==> config.mk <==
export PLATFORM = sky130hd
export DESIGN_NAME = xkcf_ctrl
export DESIGN_NICKNAME = d
export VERILOG_FILES = /design/src/hw/rtl/xkcf_pkg.sv /design/src/hw/rtl/xkcf_ctrl.sv
export SDC_FILE = /design/constraint.sdc
export NUM_CORES = 1
export LEC_CHECK = 0
export BUFFER_PORTS_ARGS = -buffer_cell sky130_fd_sc_hd__buf_2
export CAP_MARGIN = 20
export CORE_MARGIN = 1.5
export CORE_UTILIZATION = 52
export CTS_CLUSTER_DIAMETER = 80
export DETAILED_ROUTE_END_ITERATION = 7
export HOLD_SLACK_MARGIN = 0.03
export PLACE_DENSITY = 0.79
export SLEW_MARGIN = 20
export SYNTH_ARGS = -nofsm -noshare
export SYNTH_HDL_FRONTEND = slang
export SYNTH_SLANG_ARGS = --single-unit
export TNS_END_PERCENT = 30
==> constraint.sdc <==
create_clock -name clk -period 4.05 [get_ports clk]
set_input_delay 0.2025 -clock clk [delete_from_list [all_inputs] [get_ports clk]]
set_output_delay 0.2025 -clock clk [all_outputs]
set_load 0.1 [all_outputs]
==> src/hw/rtl/xkcf_pkg.sv <==
package xkcf_pkg;

  localparam int VALUE_BITS   = 8;
  localparam int ROW_BITS     = 16;
  localparam int CFG_LEN_BITS = 7;
  localparam int OUT_COL_BITS = 6;
  localparam int OUT_CNT_BITS = 16;
  localparam int APB_DATA_BITS = 32;
  localparam int APB_ADDR_BITS = 3;

  localparam logic [ROW_BITS-1:0]   ROW_MAX   = '1;
  localparam logic [VALUE_BITS-1:0] VALUE_MAX = '1;

  localparam logic [CFG_LEN_BITS-1:0] KEY_LENGTH_RESET = 7'd1;
  localparam logic [VALUE_BITS-1:0]   GUESS_RESET      = 8'd32;

  // register indexes
  typedef enum logic {
    REG_KEY_LENGTH = 1'b0,
    REG_GUESS      = 1'b1
  } reg_idx_t;

  // controller to datapath
  typedef struct packed {
    logic clr;         // write zero at the sweep address
    logic scan;        // read at the sweep address for winner search
    logic text_clear;  // reset column/row indices and high-water mark
  } ctl_cmd_t;

endpackage

==> src/hw/rtl/xkcf_ctrl.sv <==
module xkcf_ctrl
  import xkcf_pkg::*;
#(
  parameter int KEY_MAX = 64,
  parameter int CW      = 6
) (
  input  logic                  clk,
  input  logic                  rst_n,
  input  logic                  end_accept,
  input  logic [CW-1:0]         sweep_last,
  output ctl_cmd_t              cmd,
  output logic [CW-1:0]         scan_col,
  output logic [VALUE_BITS-1:0] scan_val,
  output logic                  busy
);

  typedef enum logic [2:0] {
    ST_CLEAR,
    ST_IDLE,
    ST_DRAIN,
    ST_SCAN,
    ST_TAIL
  } state_t;

  localparam logic [CW-1:0] COL_TOP = CW'(KEY_MAX - 1);

  state_t                  state_r, state_nxt;
  logic                    busy_r;
  logic [CW-1:0]           scan_col_r, scan_col_nxt;
  logic [VALUE_BITS-1:0]   scan_val_r, scan_val_nxt;
  logic [CW-1:0]           last_col;
  logic                    sweep_end;

  always_comb begin
    last_col  = (state_r == ST_CLEAR) ? COL_TOP : sweep_last;
    sweep_end = (scan_col_r == last_col) && (scan_val_r == VALUE_MAX);
  end

  always_comb begin
    state_nxt    = state_r;
    scan_col_nxt = scan_col_r;
    scan_val_nxt = scan_val_r;
    cmd          = '0;
    case (state_r)
      ST_CLEAR, ST_SCAN: begin
        cmd.clr  = 1'b1;
        cmd.scan = (state_r == ST_SCAN);
        scan_val_nxt = scan_val_r + 1'b1;
        if (scan_val_r == VALUE_MAX) begin
          scan_col_nxt = scan_col_r + 1'b1;
        end
        if (sweep_end) begin
          scan_col_nxt = '0;
          scan_val_nxt = '0;
          state_nxt    = (state_r == ST_CLEAR) ? ST_IDLE : ST_TAIL;
        end
      end
      ST_IDLE: begin
        if (end_accept) begin
          state_nxt = ST_DRAIN;
        end
      end
      ST_DRAIN: begin
        state_nxt = ST_SCAN;
      end
      ST_TAIL: begin
        cmd.text_clear = 1'b1;
        state_nxt      = ST_IDLE;
      end
      default: begin
        state_nxt = ST_IDLE;
      end
    endcase
  end

  always_ff @(posedge clk) begin
    if (!rst_n) begin
      state_r    <= ST_CLEAR;
      busy_r     <= 1'b1;
      scan_col_r <= '0;
      scan_val_r <= '0;
    end else begin
      state_r    <= state_nxt;
      busy_r     <= (state_nxt != ST_IDLE);
      scan_col_r <= scan_col_nxt;
      scan_val_r <= scan_val_nxt;
    end
  end

  assign scan_col = scan_col_r;
  assign scan_val = scan_val_r;
  assign busy     = busy_r;

`ifndef SYNTH
  a_idle_busy: assert property (@(posedge clk) disable iff (!rst_n)
    !busy_r |-> state_r == ST_IDLE)
    else $error("busy low outside idle");

  a_drain_once: assert property (@(posedge clk) disable iff (!rst_n)
    state_r == ST_DRAIN |=> state_r == ST_SCAN)
    else $error("drain did not lead to scan");

  a_col_hold: assert property (@(posedge clk) disable iff (!rst_n)
    (state_r == ST_SCAN && scan_val_r != VALUE_MAX) |=> scan_col_r == $past(scan_col_r))
    else $error("column advanced mid-column");
`endif

endmodule

# [Yosys cells after proc, flatten, opt, wreduce, memory -nomap -nowiden]
# Index checks and enable logic that the tools add are counted.
[word_totals] regBits=18 output_inout_bits=18 elab_cells=28
[op_classes] add_sub_neg=2 eq_ne=7 mux=10 n_reduce_logical=5
[op_table] op="two-way mux 6 bit" n=3
[op_table] op="two-way mux 3 bit" n=3
[op_table] op="case mux 3 bit (3 select lines)" n=1
[op_table] op="adder 8 x 1 -> 8 bit, second input constant" n=1
[op_table] op="== test 8 bit, second input constant" n=1
[op_table] op="two-way mux 8 bit" n=1
[op_table] op="adder 6 x 1 -> 6 bit, second input constant" n=1
[op_table] op="== test 3 x 2 -> 1 bit, second input constant" n=2
[op_table] op="== test 6 bit" n=1
[op_table] op="== test 3 x 1 -> 1 bit, second input constant" n=1
[op_table] op="== test 3 bit, second input constant" n=1
[op_table] op="zero test 3 bit" n=1
[op_table] op="inequality test 3 x 1 -> 1 bit, second input constant" n=1
[op_table] op="two-way mux 2 bit" n=1
[op_table] op="AND reduction 2 bit" n=1
[op_table] op="nonzero test 2 bit" n=1
[op_table] op="OR reduction 2 bit" n=1
[op_table] op="logical AND 1 bit" n=1
[op_table] op="two-way mux 1 bit" n=1

# [Longest topological paths before layout]
[logic_depth] ltp_word=7 ltp_mapped=6 ltp_nobuf=6

# [Least setup slack after synthesis]
# No wires, ideal clock.
[synth_path] path_type="reg2reg" startpoint="register state_r[1]" endpoint="register scan_col_r[3], in the netlist scan_col[3]" t_arrival_ns=2.503 setup_slack_ns=1.409 stages_incl_launch_ff=7 n_path_buf=1 synth_period_minus_slack_ns=2.641 path_cell_list="dfxtp_1 buf_6 xor2_1 nor2_2 nand2_1 o41ai_4 nor3_1"
[synth_via] elab_chain_len=6 word_cells_on_any_way=9 classes_between="eq/ne (2); mux (2); reduce/logical (5)"
[synth_lines] element="start, declared" line_no="xkcf_ctrl.sv:27" rtl="state_t state_r, state_nxt;"
[synth_lines] element="start signal, assigned" line_no="xkcf_ctrl.sv:83" rtl="state_r <= state_nxt;"
[synth_lines] element="zero test 3 bit" line_no="xkcf_ctrl.sv:35, xkcf_ctrl.sv:44"
[synth_lines] element="two-way mux 6 bit" line_no="xkcf_ctrl.sv:35" rtl="last_col = (state_r == ST_CLEAR) ? COL_TOP : sweep_last;"
[synth_lines] element="== test 6 bit" line_no="xkcf_ctrl.sv:36" rtl="sweep_end = (scan_col_r == last_col) && (scan_val_r == VALUE_MAX);"
[synth_lines] element="logical AND 1 bit" line_no="xkcf_ctrl.sv:36"
[synth_lines] element="nonzero test 2 bit (no source line)"
[synth_lines] element="AND reduction 2 bit (no source line)"
[synth_lines] element="end signal, assigned" line_no="xkcf_ctrl.sv:85" rtl="scan_col_r <= scan_col_nxt;"
[synth_lines] element="end, declared" line_no="xkcf_ctrl.sv:29" rtl="logic [CW-1:0] scan_col_r, scan_col_nxt;"
# Parallel ways exist; a longest one is shown, timed or not.
# A chain may end at the register's enable or synchronous reset.

# [Worst setup path in the final report]
[layout_path] startpoint="register state_r[2]" endpoint="register state_r[0]"
[layout_via] elab_chain_len=6 word_cells_on_any_way=11 classes_between="eq/ne (4); mux (4); reduce/logical (3)"
[layout_lines] element="zero test 3 bit" line_no="xkcf_ctrl.sv:35, xkcf_ctrl.sv:44, xkcf_ctrl.sv:55"
[layout_lines] element="two-way mux 6 bit" line_no="xkcf_ctrl.sv:35"
[layout_lines] element="== test 6 bit" line_no="xkcf_ctrl.sv:36"
[layout_lines] element="logical AND 1 bit" line_no="xkcf_ctrl.sv:36"
[layout_lines] element="two-way mux 3 bit" line_no="xkcf_ctrl.sv:52" rtl="if (sweep_end) begin"
[layout_lines] element="case mux 3 bit (3 select lines) (*)" line_no="xkcf_ctrl.sv:44" rtl="case (state_r)"
# Mark *: on every way between the ends. The rest lies on a longest branch, timed or not.

==> impl_metrics.prom <==
# TYPE chip_impl_metric gauge
chip_impl_info{name="synthDominantAreaCellType",value="sky130_fd_sc_hd__dfxtp_1"} 1
chip_impl_metric{name="grt_antenna_before_repair",unit=""} 0
chip_impl_metric{name="ctsHtreeMaxLevel",unit=""} 1
chip_impl_metric{name="overflow",unit=""} 0
chip_impl_metric{name="ir_drop",unit="uV"} 146
chip_impl_metric{name="route.detailed.vias_per_inst",unit=""} 5.66
chip_impl_metric{name="ant_nets",unit=""} 0
chip_impl_info{name="unrepaired_setup_endpoints_after_global_routing",value="no"} 1
chip_impl_info{name="outcome",value="complete, no violations"} 1
chip_impl_metric{name="ctsHoldBuffers",unit=""} 0
chip_impl_metric{name="place.detailed.hpwl",unit="mm"} 1.65
chip_impl_info{name="path_cells",value="nor3_2 > a21oi_1 > o22a_1 > or3_1 > o311a_1"} 1
chip_impl_metric{name="timing_worst_slew_pin_value",unit="ns"} 0.601
chip_impl_metric{name="synthesized_area_fraction_occupied_by_ao_oa_aoi_and_oai_cells",unit=""} 0.167
chip_impl_metric{name="path_max_fanout",unit=""} 13
chip_impl_metric{name="top_level_ports",unit=""} 27
chip_impl_metric{name="drt_first_pass_iters",unit=""} 4
chip_impl_metric{name="pwr-share-clk",unit=""} 0.332
chip_impl_metric{name="finalClockSkew",unit="ns"} 0.00184
chip_impl_metric{name="cts.sinks",unit=""} 18
chip_impl_metric{name="placement.cell_area",unit="um^2"} 1180
chip_impl_metric{name="place_worst_setup_slack",unit="ns"} 1.94
chip_impl_metric{name="tns",unit="ns"} 0
chip_impl_metric{name="synth_seq_cells",unit=""} 18
chip_impl_metric{name="drc_errors",unit=""} 0
chip_impl_info{name="critical_path.slowest_cell",value="sky130_fd_sc_hd__nor3_2"} 1
chip_impl_metric{name="finalWorstPathRequiredPeriod",unit="ns"} 2.13
chip_impl_metric{name="slew_viol_final",unit=""} 0
chip_impl_info{name="synth_top_family_by_area",value="simple AND/OR/NAND/NOR gates"} 1
chip_impl_metric{name="numCtsBuffers",unit=""} 3
chip_impl_metric{name="layout-drive-gt1-share",unit=""} 0.269
chip_impl_metric{name="critical_path_arrival",unit="ns"} 2.32
chip_impl_metric{name="place_congestion",unit=""} 0.848
chip_impl_metric{name="netlist-cell-type-count",unit=""} 39
chip_impl_metric{name="p_leak",unit="nW"} 0.511
chip_impl_metric{name="cts_post_setup_buffers_inserted",unit=""} 0
chip_impl_metric{name="die_area",unit="um^2"} 2300
chip_impl_metric{name="netlist.area_leader.share",unit=""} 0.343
chip_impl_metric{name="fin_nets",unit=""} 157
chip_impl_metric{name="synth.cell_area",unit="um^2"} 1050
chip_impl_metric{name="grt_max_degree",unit=""} 14
chip_impl_metric{name="regArea",unit="um^2"} 360
chip_impl_info{name="tritoncts",value="built"} 1
chip_impl_metric{name="final_std_cell_area_no_fill",unit="um^2"} 1220
chip_impl_metric{name="syn_to_final_growth",unit="%"} 16.2
chip_impl_metric{name="synth_warn",unit=""} 0
chip_impl_info{name="crit_family",value="simple AND/OR/NAND/NOR gates"} 1
chip_impl_metric{name="timing.critical_path.required",unit="ns"} 4.24
chip_impl_metric{name="route.final.wire_length",unit="mm"} 2.25
chip_impl_metric{name="fp.dieW",unit="um"} 48.0
chip_impl_metric{name="dr_total_vias",unit=""} 974
chip_impl_info{name="synth.top_cells.by_area",value="sky130_fd_sc_hd__dfxtp_1 (34%), sky130_fd_sc_hd__xnor2_1 (5.8%), sky130_fd_sc_hd__nor2_1 (5.4%)"} 1
chip_impl_metric{name="smallest_setup_slack_after_layout",unit="ns"} 1.92
chip_impl_info{name="timing.critical_path.to_type",value="flip-flop"} 1
chip_impl_metric{name="cts_max_path_buffers",unit=""} 2
chip_impl_metric{name="number_of_global_route_vias_before_repair",unit=""} 802
chip_impl_metric{name="multiInputGateArea",unit="um^2"} 657
chip_impl_metric{name="grtUsageTotal",unit=""} 0.217
chip_impl_metric{name="grt_pass1_wl",unit="mm"} 3.55
chip_impl_metric{name="worst-path-buf-inv",unit=""} 0
chip_impl_metric{name="totalPowerFinal",unit="uW"} 334
chip_impl_metric{name="seq_area_frac_synth",unit=""} 0.343
chip_impl_metric{name="die-height",unit="um"} 48.0
chip_impl_metric{name="combinationalPowerShare",unit=""} 0.120
chip_impl_info{name="ctsRootBufferMaster",value="sky130_fd_sc_hd__clkbuf_4"} 1
chip_impl_metric{name="buffer_ports.inserted",unit=""} 26
chip_impl_metric{name="max_slew_margin",unit=""} 0.596
chip_impl_metric{name="achievable-frequency",unit="MHz"} 470
chip_impl_metric{name="timing.final.setup_violations",unit=""} 0
chip_impl_metric{name="cts.clk_slew.worst_paths",unit="ns"} 0.10
chip_impl_metric{name="synthCells",unit=""} 119
chip_impl_metric{name="antenna_cells_inserted",unit=""} 0
chip_impl_info{name="min_path_type",value="in -> reg"} 1
chip_impl_metric{name="detail_route.iter0.violations",unit=""} 14
chip_impl_metric{name="seqPwrFrac",unit=""} 0.548
chip_impl_metric{name="async_reset_ff_frac",unit=""} 0
chip_impl_metric{name="fillers",unit=""} 178
chip_impl_info{name="yosys.cell_count.top_type",value="sky130_fd_sc_hd__dfxtp_1"} 1
chip_impl_metric{name="core_area",unit="um^2"} 1920
chip_impl_info{name="synth_flop_cell",value="sky130_fd_sc_hd__dfxtp_1"} 1
chip_impl_metric{name="power.density_cell_area",unit="nW/um^2"} 273
chip_impl_metric{name="net_count_of_the_mapped_netlist",unit=""} 130
chip_impl_metric{name="synth_edf_count",unit=""} 0
chip_impl_metric{name="post_drt_wl_per_cell",unit="um"} 13.1
chip_impl_metric{name="max-cap-violations",unit=""} 0
chip_impl_metric{name="initial_core_util",unit=""} 0.547
chip_impl_info{name="path_class",value="reg -> reg"} 1
chip_impl_info{name="worst_setup_path_start_kind",value="flip-flop"} 1
chip_impl_metric{name="synthAdderAreaFrac",unit=""} 0.0238
chip_impl_metric{name="synth_mux_area_frac",unit=""} 0
chip_impl_metric{name="critical_path.max_stage_delay",unit="ns"} 0.48
chip_impl_metric{name="timing.final.hold_violations",unit=""} 0
chip_impl_metric{name="synth_xor_xnor_area_share",unit=""} 0.108
chip_impl_metric{name="postSynthAreaPerCell",unit="um^2"} 8.83
chip_impl_metric{name="row_count",unit=""} 16
chip_impl_metric{name="post_synth_and_or_nand_nor_area_fraction",unit=""} 0.326
chip_impl_metric{name="power.share.switching",unit=""} 0.267
chip_impl_metric{name="cell_internal_pwr",unit="uW"} 245
chip_impl_metric{name="power.switching",unit="uW"} 89.1
chip_impl_metric{name="cts_resized",unit=""} 0
chip_impl_metric{name="worstSkewPairLatency",unit="ns"} 0.29
chip_impl_metric{name="post-route-period-util",unit=""} 0.526
chip_impl_info{name="yosys-top-cells-count",value="sky130_fd_sc_hd__dfxtp_1 (18), sky130_fd_sc_hd__nor2_1 (15), sky130_fd_sc_hd__nand2_1 (8)"} 1
==> routing by layer <==
| metal | track usage | routed length [um] | vias up |
|---|---|---|---|
| li1 | - | - | 491 |
| met1 | 0.304 | 1120 | 454 |
| met2 | 0.352 | 1030 | 25 |
| met3 | 0.0226 | 79 | 4 |
| met4 | 0.0649 | 19 | 0 |
| met5 | 0 | 0 | - |
==> sequential cells by signal, summed over array words and instances (netlist names) <==
register,count
busy,1
state_r,3
scan_val,8
scan_col,6
==> power by group through the flow <==
stage | Clock, mW | Combinational [mW] | Sequential [mW]
after detailed placement | 0 | 0.0399 | 0.187
after CTS | 0.111 | 0.0400 | 0.183
after global placement | 0 | 0.0393 | 0.187
final | 0.111 | 0.0400 | 0.183
after global routing | 0.117 | 0.0429 | 0.183
after floorplan | 0 | 0.0117 | 0.204
==> worst register-to-register path: stages (launching register included) <==
cell,delay [ns]
sky130_fd_sc_hd__dfxtp_1,0.47
sky130_fd_sc_hd__nor3_2,0.48
sky130_fd_sc_hd__a21oi_1,0.08
sky130_fd_sc_hd__o22a_1,0.27
sky130_fd_sc_hd__or3_1,0.40
sky130_fd_sc_hd__o311a_1,0.33
==> cell families after synthesis <==
kind of cell	after synthesis
buffers and inverters	5
adder cells (fa/ha/maj)	2
flip-flops	18
XOR/XNOR	13
AO/OA/AOI/OAI	21
AND/OR/NAND/NOR	60
==> cell usage in the layout, fill, tap and decap left out, types with 3 or more instances in the layout <==
master,synthesis,final
sky130_fd_sc_hd__nand3_1,5,5
sky130_fd_sc_hd__clkbuf_4,0,3
sky130_fd_sc_hd__nor3_1,4,4
sky130_fd_sc_hd__o21ai_0,4,4
sky130_fd_sc_hd__xor2_1,6,6
sky130_fd_sc_hd__a21oi_1,6,6
sky130_fd_sc_hd__buf_2,0,26
sky130_fd_sc_hd__nand2_1,8,8
sky130_fd_sc_hd__dfxtp_1,18,18
sky130_fd_sc_hd__nand4_1,5,5
sky130_fd_sc_hd__nor2_1,15,15
sky130_fd_sc_hd__and3_1,5,5
sky130_fd_sc_hd__xnor2_1,7,7
==> worst paths after layout <==
path	slack, ns	end	cells past startpoint	start
setup / recovery	1.92	state_r[0]	5	state_r[2]
setup reg to reg	1.92	state_r[0]	5	state_r[2]
hold / removal	0.24	state_r[0]	2	rst_n
hold reg to reg	0.57	scan_val[1]	2	scan_val[1]
==> cell type report <==
type / instances / area share
Multi-Input combinational cell: 96 / 0.538
Sequential cell: 18 / 0.295
Timing Repair Buffer: 26 / 0.107
Clock buffer: 4 / 0.0297
Tap cell: 27 / 0.0277
Inverter: 1 / 0.00307
==> stage by stage <==
stage	util	std cells	hold WS, ns
2_1_floorplan	-	119	0.392
3_3_place_gp	0.617	168	0.522
3_5_place_dp	0.617	168	0.537
4_1_cts	0.635	172	0.234
5_1_grt	0.635	172	0.239
6_report	0.635	172	0.238
(Power assumes the default switching activity.)
